`config.mk`:
```
export PLATFORM = sky130hd
export DESIGN_NAME = dma_channel_allocator_core
export DESIGN_NICKNAME = d
export VERILOG_FILES = /design/src/rtl/dca_pkg.sv /design/src/rtl/dca_control.sv /design/src/rtl/dca_datapath.sv /design/src/rtl/dma_channel_allocator_core.sv
export VERILOG_INCLUDE_DIRS = /design/src /design/src/rtl
export SDC_FILE = /design/constraint.sdc
export NUM_CORES = 1
export LEC_CHECK = 0
export BUFFER_PORTS_ARGS = -buffer_cell sky130_fd_sc_hd__clkbuf_2
export CAP_MARGIN = 40
export CORE_ASPECT_RATIO = 0.6
export CORE_UTILIZATION = 43
export CTS_BUF_LIST = sky130_fd_sc_hd__clkbuf_2
export CTS_CLUSTER_DIAMETER = 80
export DETAILED_ROUTE_END_ITERATION = 16
export PLACE_DENSITY = 0.62
export SYNTH_ARGS = -nofsm -noshare
export SYNTH_HDL_FRONTEND = slang
export SYNTH_SLANG_ARGS = --single-unit
```
`constraint.sdc`:
```
create_clock -name clock -period 7.9 [get_ports clock]
set_input_delay 0.79 -clock clock [delete_from_list [all_inputs] [get_ports clock]]
set_output_delay 0.79 -clock clock [all_outputs]
set_load 0.02 [all_outputs]
```
`src/rtl/dma_channel_allocator_core_macros.svh`:
```
// Assertion macros shared by the channel allocator RTL.
`ifndef DMA_CHANNEL_ALLOCATOR_CORE_MACROS_SVH
`define DMA_CHANNEL_ALLOCATOR_CORE_MACROS_SVH

// Checks that a condition implies a consequence in the same cycle.
`define DCA_ASSERT_SAME(label, clk, rst, ante, cons) \
   label: assert property (@(posedge clk) disable iff (rst) (ante) |-> (cons)) \
      else $error("channel allocator assertion failed");

// Checks that a condition implies a consequence in the next cycle.
`define DCA_ASSERT_NEXT(label, clk, rst, ante, cons) \
   label: assert property (@(posedge clk) disable iff (rst) (ante) |=> (cons)) \
      else $error("channel allocator assertion failed");

`endif

```
`src/rtl/dca_pkg.sv`:
```
// Types and codes shared by the channel allocator modules.
package dca_pkg;

   // Item kinds.
   localparam logic [1:0] KIND_REQUEST = 2'd0;
   localparam logic [1:0] KIND_FREE    = 2'd1;
   localparam logic [1:0] KIND_IRQ     = 2'd2;

   // Priority groups.
   localparam logic [1:0] PRIO_HIGH   = 2'd0;
   localparam logic [1:0] PRIO_MEDIUM = 2'd1;
   localparam logic [1:0] PRIO_LOW    = 2'd2;

   // Result codes.
   localparam logic [2:0] RES_GRANTED      = 3'd0;
   localparam logic [2:0] RES_INVALID      = 3'd1;
   localparam logic [2:0] RES_NONE_FREE    = 3'd2;
   localparam logic [2:0] RES_FREED        = 3'd3;
   localparam logic [2:0] RES_ALREADY_FREE = 3'd4;
   localparam logic [2:0] RES_DISPATCH     = 3'd5;
   localparam logic [2:0] RES_SPURIOUS     = 3'd6;
   localparam logic [2:0] RES_NOTHING      = 3'd7;

   typedef struct packed {
      logic [1:0]  kind;
      logic [1:0]  priority_req;
      logic        requester_valid;
      logic [7:0]  owner_tag;
      logic [3:0]  channel_in;
      logic [15:0] pending_mask;
   } req_type;

   typedef struct packed {
      logic [2:0] result_code;
      logic [3:0] channel_out;
      logic [7:0] tag_out;
      logic       clear_status;
      logic       last;
   } rsp_type;

   typedef enum logic {
      ST_IDLE,
      ST_WALK
   } state_type;

   typedef enum logic [2:0] {
      CMD_NONE,
      CMD_REQUEST,
      CMD_FREE,
      CMD_LOAD_IRQ,
      CMD_STEP
   } cmd_type;

   // Controller to datapath.
   typedef struct packed {
      cmd_type cmd;
   } ctl_type;

   // Datapath to controller.
   typedef struct packed {
      logic irq_empty;
      logic walk_last;
   } sts_type;

endpackage

```
`src/rtl/dca_control.sv`:
```
// Controller state machine that sequences items through the datapath.
module dca_control (
   input  logic              clock,
   input  logic              reset,
   input  logic              start,
   input  logic [1:0]        kind,
   input  dca_pkg::sts_type  sts,
   output dca_pkg::ctl_type  ctl,
   output logic              busy
);

   dca_pkg::state_type state_ff;
   dca_pkg::state_type state_in;

   // State register.
   always_ff @(posedge clock) begin
      if (reset) begin
         state_ff <= dca_pkg::ST_IDLE;
      end else begin
         state_ff <= state_in;
      end
   end

   // Next state and datapath commands.
   always_comb begin
      state_in = state_ff;
      ctl.cmd  = dca_pkg::CMD_NONE;
      case (state_ff)
         dca_pkg::ST_IDLE: begin
            if (start) begin
               case (kind)
                  dca_pkg::KIND_REQUEST: ctl.cmd = dca_pkg::CMD_REQUEST;
                  dca_pkg::KIND_FREE:    ctl.cmd = dca_pkg::CMD_FREE;
                  dca_pkg::KIND_IRQ: begin
                     ctl.cmd = dca_pkg::CMD_LOAD_IRQ;
                     if (!sts.irq_empty) begin
                        state_in = dca_pkg::ST_WALK;
                     end
                  end
                  default: ctl.cmd = dca_pkg::CMD_NONE;
               endcase
            end
         end
         dca_pkg::ST_WALK: begin
            ctl.cmd = dca_pkg::CMD_STEP;
            if (sts.walk_last) begin
               state_in = dca_pkg::ST_IDLE;
            end
         end
         default: state_in = dca_pkg::ST_IDLE;
      endcase
   end

   assign busy = (state_ff == dca_pkg::ST_WALK);

endmodule

```
`src/rtl/dca_datapath.sv`:
```
// Datapath: ownership map, tag store, channel search, mask walk, result register.
module dca_datapath #(
   parameter int NUM_CHANNELS = 16,
   parameter int GROUP_SIZE   = 4,
   parameter int TAG_WIDTH    = 8
) (
   input  logic              clock,
   input  logic              reset,
   input  dca_pkg::ctl_type  ctl,
   input  dca_pkg::req_type  req_item,
   output dca_pkg::sts_type  sts,
   output dca_pkg::rsp_type  rsp_item,
   output logic              rsp_strobe
);

   localparam int CH_W    = $clog2(NUM_CHANNELS);
   localparam int CNT_W   = $clog2(NUM_CHANNELS + 1);
   localparam int MW      = (NUM_CHANNELS < 16) ? NUM_CHANNELS : 16;
   localparam int WP_W    = $clog2(MW);
   localparam int LO_MED  = (GROUP_SIZE < NUM_CHANNELS) ? GROUP_SIZE : NUM_CHANNELS;
   localparam int LO_LOW  = (2 * GROUP_SIZE < NUM_CHANNELS) ? 2 * GROUP_SIZE : NUM_CHANNELS;

   logic [NUM_CHANNELS-1:0] owned_ff;
   logic [NUM_CHANNELS-1:0] owned_in;
   logic [TAG_WIDTH-1:0]    tags_ff [NUM_CHANNELS];
   logic [TAG_WIDTH-1:0]    tag_rd_ff;
   logic [MW-1:0]           rem_ff;
   logic [MW-1:0]           rem_in;
   dca_pkg::rsp_type        rsp_ff;
   dca_pkg::rsp_type        rsp_in;
   logic                    valid_ff;
   logic                    valid_in;

   logic                    tag_we;
   logic [CH_W-1:0]         tag_wa;

   logic [CNT_W-1:0]        lo_bound;
   logic [CNT_W-1:0]        hi_bound;
   logic                    grp_found;
   logic [CH_W-1:0]         grp_idx;
   logic                    below_found;
   logic [CH_W-1:0]         below_idx;
   logic [CH_W-1:0]         grant_idx;
   logic                    req_bad;

   logic                    free_in_range;
   logic [CH_W-1:0]         free_idx;

   logic [MW-1:0]           irq_mask;
   logic [WP_W-1:0]         walk_pos;
   logic [CH_W-1:0]         walk_ch;

   // Group bounds for the requested priority.
   always_comb begin
      case (req_item.priority_req)
         dca_pkg::PRIO_HIGH: begin
            lo_bound = '0;
            hi_bound = CNT_W'(LO_MED);
         end
         dca_pkg::PRIO_MEDIUM: begin
            lo_bound = CNT_W'(LO_MED);
            hi_bound = CNT_W'(LO_LOW);
         end
         default: begin
            lo_bound = CNT_W'(LO_LOW);
            hi_bound = CNT_W'(NUM_CHANNELS);
         end
      endcase
      req_bad = !req_item.requester_valid ||
                !(req_item.priority_req inside
                  {dca_pkg::PRIO_HIGH, dca_pkg::PRIO_MEDIUM, dca_pkg::PRIO_LOW});
   end

   // Lowest free channel inside the group, highest free channel below it.
   always_comb begin
      grp_found   = 1'b0;
      grp_idx     = '0;
      below_found = 1'b0;
      below_idx   = '0;
      for (int i = NUM_CHANNELS - 1; i >= 0; i--) begin
         if (CNT_W'(i) >= lo_bound && CNT_W'(i) < hi_bound && !owned_ff[i]) begin
            grp_found = 1'b1;
            grp_idx   = CH_W'(i);
         end
      end
      for (int i = 0; i < NUM_CHANNELS; i++) begin
         if (CNT_W'(i) < lo_bound && !owned_ff[i]) begin
            below_found = 1'b1;
            below_idx   = CH_W'(i);
         end
      end
      grant_idx = grp_found ? grp_idx : below_idx;
   end

   // Free target and interrupt walk position.
   always_comb begin
      free_in_range = ({2'b00, req_item.channel_in} < 6'(NUM_CHANNELS));
      free_idx      = CH_W'(req_item.channel_in);
      irq_mask      = req_item.pending_mask[MW-1:0];
      walk_pos      = '0;
      for (int i = MW - 1; i >= 0; i--) begin
         if (rem_ff[i]) begin
            walk_pos = WP_W'(i);
         end
      end
      walk_ch = CH_W'(walk_pos);
   end

   assign sts.irq_empty = (irq_mask == '0);
   assign sts.walk_last = ((rem_ff & (rem_ff - 1'b1)) == '0);

   // Command execution and result formation.
   always_comb begin
      owned_in = owned_ff;
      rem_in   = rem_ff;
      rsp_in   = '0;
      valid_in = 1'b0;
      tag_we   = 1'b0;
      tag_wa   = grant_idx;
      case (ctl.cmd)
         dca_pkg::CMD_REQUEST: begin
            valid_in    = 1'b1;
            rsp_in.last = 1'b1;
            if (req_bad) begin
               rsp_in.result_code = dca_pkg::RES_INVALID;
            end else if (grp_found || below_found) begin
               owned_in[grant_idx] = 1'b1;
               tag_we              = 1'b1;
               rsp_in.result_code  = dca_pkg::RES_GRANTED;
               rsp_in.channel_out  = 4'(grant_idx);
               rsp_in.clear_status = 1'b1;
            end else begin
               rsp_in.result_code = dca_pkg::RES_NONE_FREE;
            end
         end
         dca_pkg::CMD_FREE: begin
            valid_in           = 1'b1;
            rsp_in.last        = 1'b1;
            rsp_in.channel_out = req_item.channel_in;
            if (free_in_range && owned_ff[free_idx]) begin
               owned_in[free_idx]  = 1'b0;
               rsp_in.result_code  = dca_pkg::RES_FREED;
               rsp_in.clear_status = 1'b1;
            end else begin
               rsp_in.result_code = dca_pkg::RES_ALREADY_FREE;
            end
         end
         dca_pkg::CMD_LOAD_IRQ: begin
            rem_in = irq_mask;
            if (irq_mask == '0) begin
               valid_in           = 1'b1;
               rsp_in.last        = 1'b1;
               rsp_in.result_code = dca_pkg::RES_NOTHING;
            end
         end
         dca_pkg::CMD_STEP: begin
            valid_in           = 1'b1;
            rsp_in.channel_out = 4'(walk_ch);
            rsp_in.last        = sts.walk_last;
            rem_in             = rem_ff & (rem_ff - 1'b1);
            if (owned_ff[walk_ch]) begin
               rsp_in.result_code = dca_pkg::RES_DISPATCH;
            end else begin
               rsp_in.result_code  = dca_pkg::RES_SPURIOUS;
               rsp_in.clear_status = 1'b1;
            end
         end
         default: valid_in = 1'b0;
      endcase
   end

   // Control state: ownership map and result strobe.
   always_ff @(posedge clock) begin
      if (reset) begin
         owned_ff <= '0;
         valid_ff <= 1'b0;
      end else begin
         owned_ff <= owned_in;
         valid_ff <= valid_in;
      end
   end

   // Payload state: walk mask, result register, tag store and its read port.
   always_ff @(posedge clock) begin
      rem_ff <= rem_in;
      rsp_ff <= rsp_in;
      if (ctl.cmd == dca_pkg::CMD_STEP) begin
         tag_rd_ff <= tags_ff[walk_ch];
      end
      if (tag_we) begin
         tags_ff[tag_wa] <= TAG_WIDTH'(req_item.owner_tag);
      end
   end

   // Result port; a dispatch carries the tag read from the store in the same step.
   always_comb begin
      rsp_item = rsp_ff;
      if (rsp_ff.result_code == dca_pkg::RES_DISPATCH) begin
         rsp_item.tag_out = 8'(tag_rd_ff);
      end
   end

   assign rsp_strobe = valid_ff;

endmodule

```
`src/rtl/dma_channel_allocator_core.sv`:
```
// Top level of the DMA channel allocator: controller, datapath and checks.
//
// Usage: an item is presented on req_item with start high and is taken at a
// clock edge where busy is low. A request grants a channel from its priority
// group (or the highest free channel below it), a free releases a channel,
// and an interrupt walks its pending mask. Items of an unknown kind are taken
// and give no result.
// Results appear on rsp_item for exactly one cycle, marked by rsp_strobe,
// from the register loaded at the edge that produced them. rsp_item.last marks the final
// result of an item.
// Requests and frees leave busy low, so a new item may follow in the next
// cycle. An interrupt with pending channels raises busy and emits one result
// per cycle for each set bit of the mask, as the mask walk of the datapath
// steps through it.
// The receiver cannot stall: every result must be taken when strobed.
// Reset marks every channel free; owner tags are only put out for owned channels.
module dma_channel_allocator_core #(
   parameter int NUM_CHANNELS = 16,
   parameter int GROUP_SIZE   = 4,
   parameter int TAG_WIDTH    = 8
) (
   input  logic              clock,
   input  logic              reset,
   input  logic              start,
   output logic              busy,
   input  dca_pkg::req_type  req_item,
   output dca_pkg::rsp_type  rsp_item,
   output logic              rsp_strobe
);

   `include "dma_channel_allocator_core_macros.svh"

   dca_pkg::ctl_type ctl;
   dca_pkg::sts_type sts;

   // Sequencing of items.
   dca_control u_control (
      .clock (clock),
      .reset (reset),
      .start (start),
      .kind  (req_item.kind),
      .sts   (sts),
      .ctl   (ctl),
      .busy  (busy)
   );

   // Channel state and result formation.
   dca_datapath #(
      .NUM_CHANNELS (NUM_CHANNELS),
      .GROUP_SIZE   (GROUP_SIZE),
      .TAG_WIDTH    (TAG_WIDTH)
   ) u_datapath (
      .clock      (clock),
      .reset      (reset),
      .ctl        (ctl),
      .req_item   (req_item),
      .sts        (sts),
      .rsp_item   (rsp_item),
      .rsp_strobe (rsp_strobe)
   );

   // The final walk step ends the interrupt with a last result.
   `DCA_ASSERT_NEXT(a_walk_ends, clock, reset, (ctl.cmd == dca_pkg::CMD_STEP) && sts.walk_last, !busy && rsp_strobe && rsp_item.last)

   // Every walk step yields a dispatch or a spurious notice.
   `DCA_ASSERT_NEXT(a_step_result, clock, reset, ctl.cmd == dca_pkg::CMD_STEP, rsp_strobe && ((rsp_item.result_code == dca_pkg::RES_DISPATCH) || (rsp_item.result_code == dca_pkg::RES_SPURIOUS)))

   // An accepted request gives exactly one final result.
   `DCA_ASSERT_NEXT(a_request_done, clock, reset, start && !busy && (req_item.kind == dca_pkg::KIND_REQUEST), rsp_strobe && rsp_item.last)

   // No final result is shown while a walk is still running.
   `DCA_ASSERT_SAME(a_no_last_busy, clock, reset, busy, !(rsp_strobe && rsp_item.last))

endmodule

```
==> flow_summary.yaml, run 1 <==
route:
  via_per_inst: 5.95
  antenna_left: 0
  drcViolationCount: 0
  vias: 6415
  firstDrtPassIters: 5
  drt_iter0_markers: 807
  wl_mm: 23.5
  wl_per_cell_um: 21.8
timing:
  finalClockSkew_ps: 29.6
  tightest_slew_ps: 986
  min_period_over_period: 0.443
  finalCriticalPeriod_ps: 3500
  finalSetupViolCount: 0
  slew_headroom: 0.340
  fmax_ghz: 0.286
  finalHoldViolCount: 0
  drv_slew: 0
  tns_ps: 0
  rsz0062_at_grt: "false"
synthesis:
  synth_cells: 766
  yosysTopAreaCell: "edfxtp_1"
  yosysWarningCount: 0
  syn_nets: 804
  synth_seq_cells: 179
  synth_seq_area_share: 0.602
  synth_ff_type: "edfxtp_1"
  async_flop_share: 0
  avgSynthCellArea_sq_um: 11.1
  syn-cell-area_sq_mm: 0.00848
  ys_types: 71
  synth_top_cell_area_share: 0.538
  synth_commonest_cells: "152 x edfxtp_1, 152 x nand2_1, 58 x o21ai_0"
  synthTopCellsByArea: "edfxtp_1 54%, nand2_1 6.7%, dfxtp_1 6.4%"
  synth_edf_count: 152
grt:
  grt_pass1_vias: 5822
  grt_max_degree: 70
  antenna_found_initial: 0
  grt.total_usage: 0.241
  grt_pass1_wl_mm: 35.5
  gr-total-overflow: 0
clock_network:
  clockRootBuffer: "clkbuf_2"
  cts_setup_buffers: 0
  tritoncts: "yes"
  worst_skew_pair.late_latency_ps: 760
  ctsResizeCount: 0
  cts_made_buffers: 17
  cts-htree-levels: 4
  postCtsHoldBufs: 0
  cts_sinks: 179
  cts_max_path_buffers: 2
  path_clk_slew_ps: 250
worst_setup_path:
  slowest_delay_ps: 690
  startpoint_type: "register"
  critical_path_class: "reg -> reg"
  worstPathRequired_ps: 8370
  worstPathCellList: "nor2_1 > o311ai_0 > o21ai_4 > buf_4 > mux2i_1 > mux2i_1 > a32oi_1 > o221ai_1"
  end_kind: "register"
  crit_top_cell: "mux2i_1"
  crit_fanout: 69
  arrival_ps: 3970
  crit_slowest_cell: "buf_4"
power_and_ir_drop:
  p_leak_nw: 3.32
  vdd_drop_max_mv: 0.137
  power_mw: 1.73
  powerDensity_mw_per_mm2: 188
die:
  core_area_sq_mm: 0.0192
  std_cell_rows: 39
  die_h_um: 111
  num_io_pins: 55
  die-area_sq_mm: 0.0203
  fp.dieW_um: 183
  initial_core_util: 0.442
layout:
  drive_gt1_frac: 0.143
  n_antenna_cell: 0
  nets: 838
  syn_to_final_growth_pct: 8.33
hold_path:
  min_path_type: "in -> reg"
place:
  dpl.hpwl_mm: 16.8
  portBuffers: 54
  gp_congestion: 0.993
status:
  status: "finished clean"
flow_run:
  max-cap-violations: 0
[layout make-up]
type | instances | area [sq um]
fill | 1744 | 9990
inverter | 32 | 120
clock buffer | 18 | 90.1
timing repair buffer | 62 | 330
sequential | 179 | 5100
clock inverter | 14 | 138
multi-input combinational | 508 | 3080
tap | 266 | 333
[flip-flops by register name, indices dropped and copies added (netlist names)]
signal / cells
u_datapath.tag_rd_ff: 8
u_datapath.rem_ff: 16
u_datapath.rsp_strobe: 1
u_datapath.owned_ff: 16
u_datapath.tags_ff: 128
u_control.busy: 1
u_datapath.rsp_item: 9
[where the power goes]
group | switching [mW] | leakage, nW | internal (mW)
sequential | 0.0140 | 1.59 | 1.04
combinational | 0.145 | 1.60 | 0.0619
clock | 0.319 | 0.131 | 0.144
[worst max-delay path: cells and delay by family (launching register included)]
| family | cells | cell delay [ps] |
|---|---|---|
| mux | 2 | 480 |
| compound gates | 4 | 1060 |
| flops | 1 | 610 |
| buf+inv | 1 | 690 |
| simple gates | 1 | 330 |
[metrics by stage]
| stage | instances | utilization | setup slack, ps | hold WS [ps] | area (sq um) |
|---|---|---|---|---|---|
| final | 1079 | 0.479 | 4400 | 311 | 9190 |
| after global routing | 1079 | 0.479 | 4270 | 225 | 9190 |
| after CTS | 1078 | 0.479 | 4040 | 251 | 9180 |
| after detailed placement | 1046 | 0.467 | 4020 | 520 | 8960 |
| after global placement | 1046 | 0.467 | 4160 | 518 | 8960 |
| after floorplan | 766 | - | 4720 | 487 | 8480 |
[cells by family (layout without fill, tap and decap cells)]
| kind of cell | after synthesis | count (layout) | synth area share |
|---|---|---|---|
| AO/OA/AOI/OAI | 165 | 165 | 0.134 |
| multiplexers | 37 | 37 | 0.0515 |
| adder cells (fa/ha/maj) | 3 | 3 | 0.00413 |
| AND/OR/NAND/NOR | 303 | 303 | 0.171 |
| buffers and inverters | 79 | 126 | 0.0380 |
| flip-flops | 179 | 179 | 0.602 |
[final timing paths]
| check | start | to | slack, ps | depth (start not counted) |
|---|---|---|---|---|
| max | u_datapath.rem_ff[0] | u_datapath.tag_rd_ff[4] | 4400 | 8 |
| max reg2reg | u_datapath.rem_ff[0] | u_datapath.tag_rd_ff[4] | 4400 | 8 |
| min reg2reg | u_datapath.owned_ff[12] | u_datapath.owned_ff[12] | 550 | 2 |
| min | req_item[13] | u_datapath.rem_ff[13] | 310 | 3 |
[metal layers]
metal  wire, um  GRT usage  share of wire
met4        199     0.0361         0.0085
met5          0          0              0
met2       8890      0.298           0.38
met3       2860     0.0926           0.12
met1      11600      0.390           0.49
[cell usage in the layout, fill, tap and decap left out, types with 9 or more instances in the layout]
cell | Yosys | layout
a21oi_1 | 27 | 27
a32oi_1 | 10 | 10
and2_1 | 10 | 10
clkbuf_2 | 0 | 72
dfxtp_1 | 27 | 27
edfxtp_1 | 152 | 152
inv_1 | 31 | 31
mux2i_1 | 29 | 29
nand2_1 | 152 | 152
nand3_1 | 42 | 42
nor2_1 | 28 | 27
nor3_1 | 9 | 9
o21ai_0 | 58 | 57
o221ai_1 | 11 | 11
No activity file was read; power rests on OpenSTA's default activity.
==> run 2, diff against run 1 <==
==> constraint.sdc (replaced) <==
create_clock -name clock -period 3.5 [get_ports clock]
set_input_delay 0.35 -clock clock [delete_from_list [all_inputs] [get_ports clock]]
set_output_delay 0.35 -clock clock [all_outputs]
set_load 0.02 [all_outputs]
==> flow_summary.yaml, run 2 (synthesis gave the netlist of run 1 again) <==
worst_setup_path:
  critical_path_class: "reg -> reg"
  worstSetupStartpoint: "u_datapath.owned_ff[9]"
  worstPathRequired_ps: 3990
  crit_slowest_cell: "o41ai_4"
  critPathCapture: "u_datapath.tags_ff[9][3]"
  crit_fanout: 12
  end_kind: "register"
  r2r-start: "u_datapath.owned_ff[9]"
  arrival_ps: 3810
  startpoint_type: "register"
  slowest_delay_ps: 660
  reg2reg_to: "u_datapath.tags_ff[9][3]"
  worstPathCellList: "nand2_1 > o41ai_4 > o21ai_1 > a311o_1 > o211ai_1 > buf_4 > or3b_1 > inv_1"
  r2r_cells: 8
  r2r_slack_ps: 180
clock_network:
  path_clk_slew_ps: 280
  worst_skew_pair.late_latency_ps: 810
  cts_made_buffers: 17
  ctsResizeCount: 0
  tritoncts: "yes"
  cts_max_path_buffers: 2
  clockRootBuffer: "clkbuf_2"
  cts-htree-levels: 4
  cts_sinks: 179
layout:
  max_flop_register: "u_datapath.tags_ff"
  nets: 883
  final_cell_mix: "152 x nand2_1, 152 x edfxtp_1, 71 x clkbuf_2"
  top_regs: "u_datapath.tags_ff: 128 flops, u_datapath.owned_ff: 16 flops, u_datapath.rem_ff: 16 flops"
  largest_reg_flops: 128
  finish.utilization: 0.502
  syn_to_final_growth_pct: 13.4
  drive_gt1_frac: 0.159
  n_antenna_cell: 0
timing:
  finalSetupViolCount: 0
  finalClockSkew_ps: 27.6
  drv_slew: 0
  tns_ps: 0
  fmax_ghz: 0.302
  min_period_over_period: 0.947
  finalHoldViolCount: 0
  tightest_slew_ps: 847
  whs_ps: 80.4
  rsz0062_at_grt: "false"
  finalCriticalPeriod_ps: 3320
  slew_headroom: 0.431
die:
  core_area_sq_mm: 0.0192
  die-area_sq_mm: 0.0203
  fp.dieW_um: 183
  initial_core_util: 0.442
  num_io_pins: 55
  std_cell_rows: 39
  die_h_um: 111
grt:
  grt_pass1_vias: 5976
  grt_max_degree: 70
  antenna_found_initial: 1
  gr-total-overflow: 0
  grt_pass1_wl_mm: 36.3
  grt.total_usage: 0.246
route:
  met3_length_mm: 3.18
  wl_met2_mm: 8.83
  drcViolationCount: 0
  drt-met1-wl_mm: 12.0
  antenna_left: 0
  drt_iter0_markers: 1054
  wl_per_cell_um: 21.5
  firstDrtPassIters: 6
  route.top_layer_used: "met4"
  wl_mm: 24.1
  vias: 6585
  via_per_inst: 5.86
power_and_ir_drop:
  powerDensity_mw_per_mm2: 412
  power_mw: 3.96
  p_leak_nw: 3.52
  vdd_drop_max_mv: 0.222
place:
  gp_congestion: 0.990
  portBuffers: 54
  dpl.hpwl_mm: 17.4
hold_path:
  min_path_type: "in -> reg"
status:
  status: "finished clean"
flow_run:
  max-cap-violations: 0
[run 2: critical path, delay by kind of cell, from the launching register on]
kind	cells	cell delay [ps]
AOI/OAI and AO/OA	4	1310
and+or+nand+nor	2	610
buffers and inverters	2	550
DFF	1	510
[run 2: area by class of cell]
type / count / area [sq um]
sequential: 179 / 5100
tap: 266 / 333
clock inverter: 15 / 150
fill: 1684 / 9560
inverter: 32 / 120
multi-input combinational: 508 / 3080
timing repair buffer: 107 / 753
clock buffer: 17 / 85.1
[run 2: power by group]
part           switching (mW)  internal [mW]
Clock                   0.793          0.277
Combinational           0.334          0.175
Sequential             0.0306           2.35
[run 2: timing repair]
| item | in CTS | in global routing |
|---|---|---|
| hold buffers | 28 | 1 |
| buffers inserted | 0 | 0 |
| endpoints found under the setup margin | 0 | 0 |
| hold endpoints to repair | 107 | 4 |
[run 2: stage by stage]
step / worst slack (ps) / cell area (sq um) / instances
floorplan: 761 / 8480 / 766
global placement: 359 / 9100 / 1063
detailed placement: 375 / 9100 / 1063
CTS: 320 / 9610 / 1123
global route: 104 / 9620 / 1124
finish: 184 / 9620 / 1124
[run 2: worst min path at each step]
stage	start	end	slack, ps	cells past startpoint
after global routing	req_item[25]	u_datapath.tags_ff[5][5]	0.7	1
after CTS	req_item[21]	u_datapath.tags_ff[5][1]	30	1
final	req_item[25]	u_datapath.tags_ff[10][5]	80	1
after detailed placement	u_datapath.owned_ff[12]	u_datapath.owned_ff[12]	550	2
after global placement	u_datapath.owned_ff[12]	u_datapath.owned_ff[12]	550	2
after floorplan	req_item[20]	u_datapath.tags_ff[0][0]	450	0
[run 2: routing by layer]
layer | up-vias | global-route usage
met4 | 0 | 0.0456
li1 | 3008 | -
met1 | 3150 | 0.406
met3 | 15 | 0.101
met2 | 412 | 0.287
met5 | - | 0
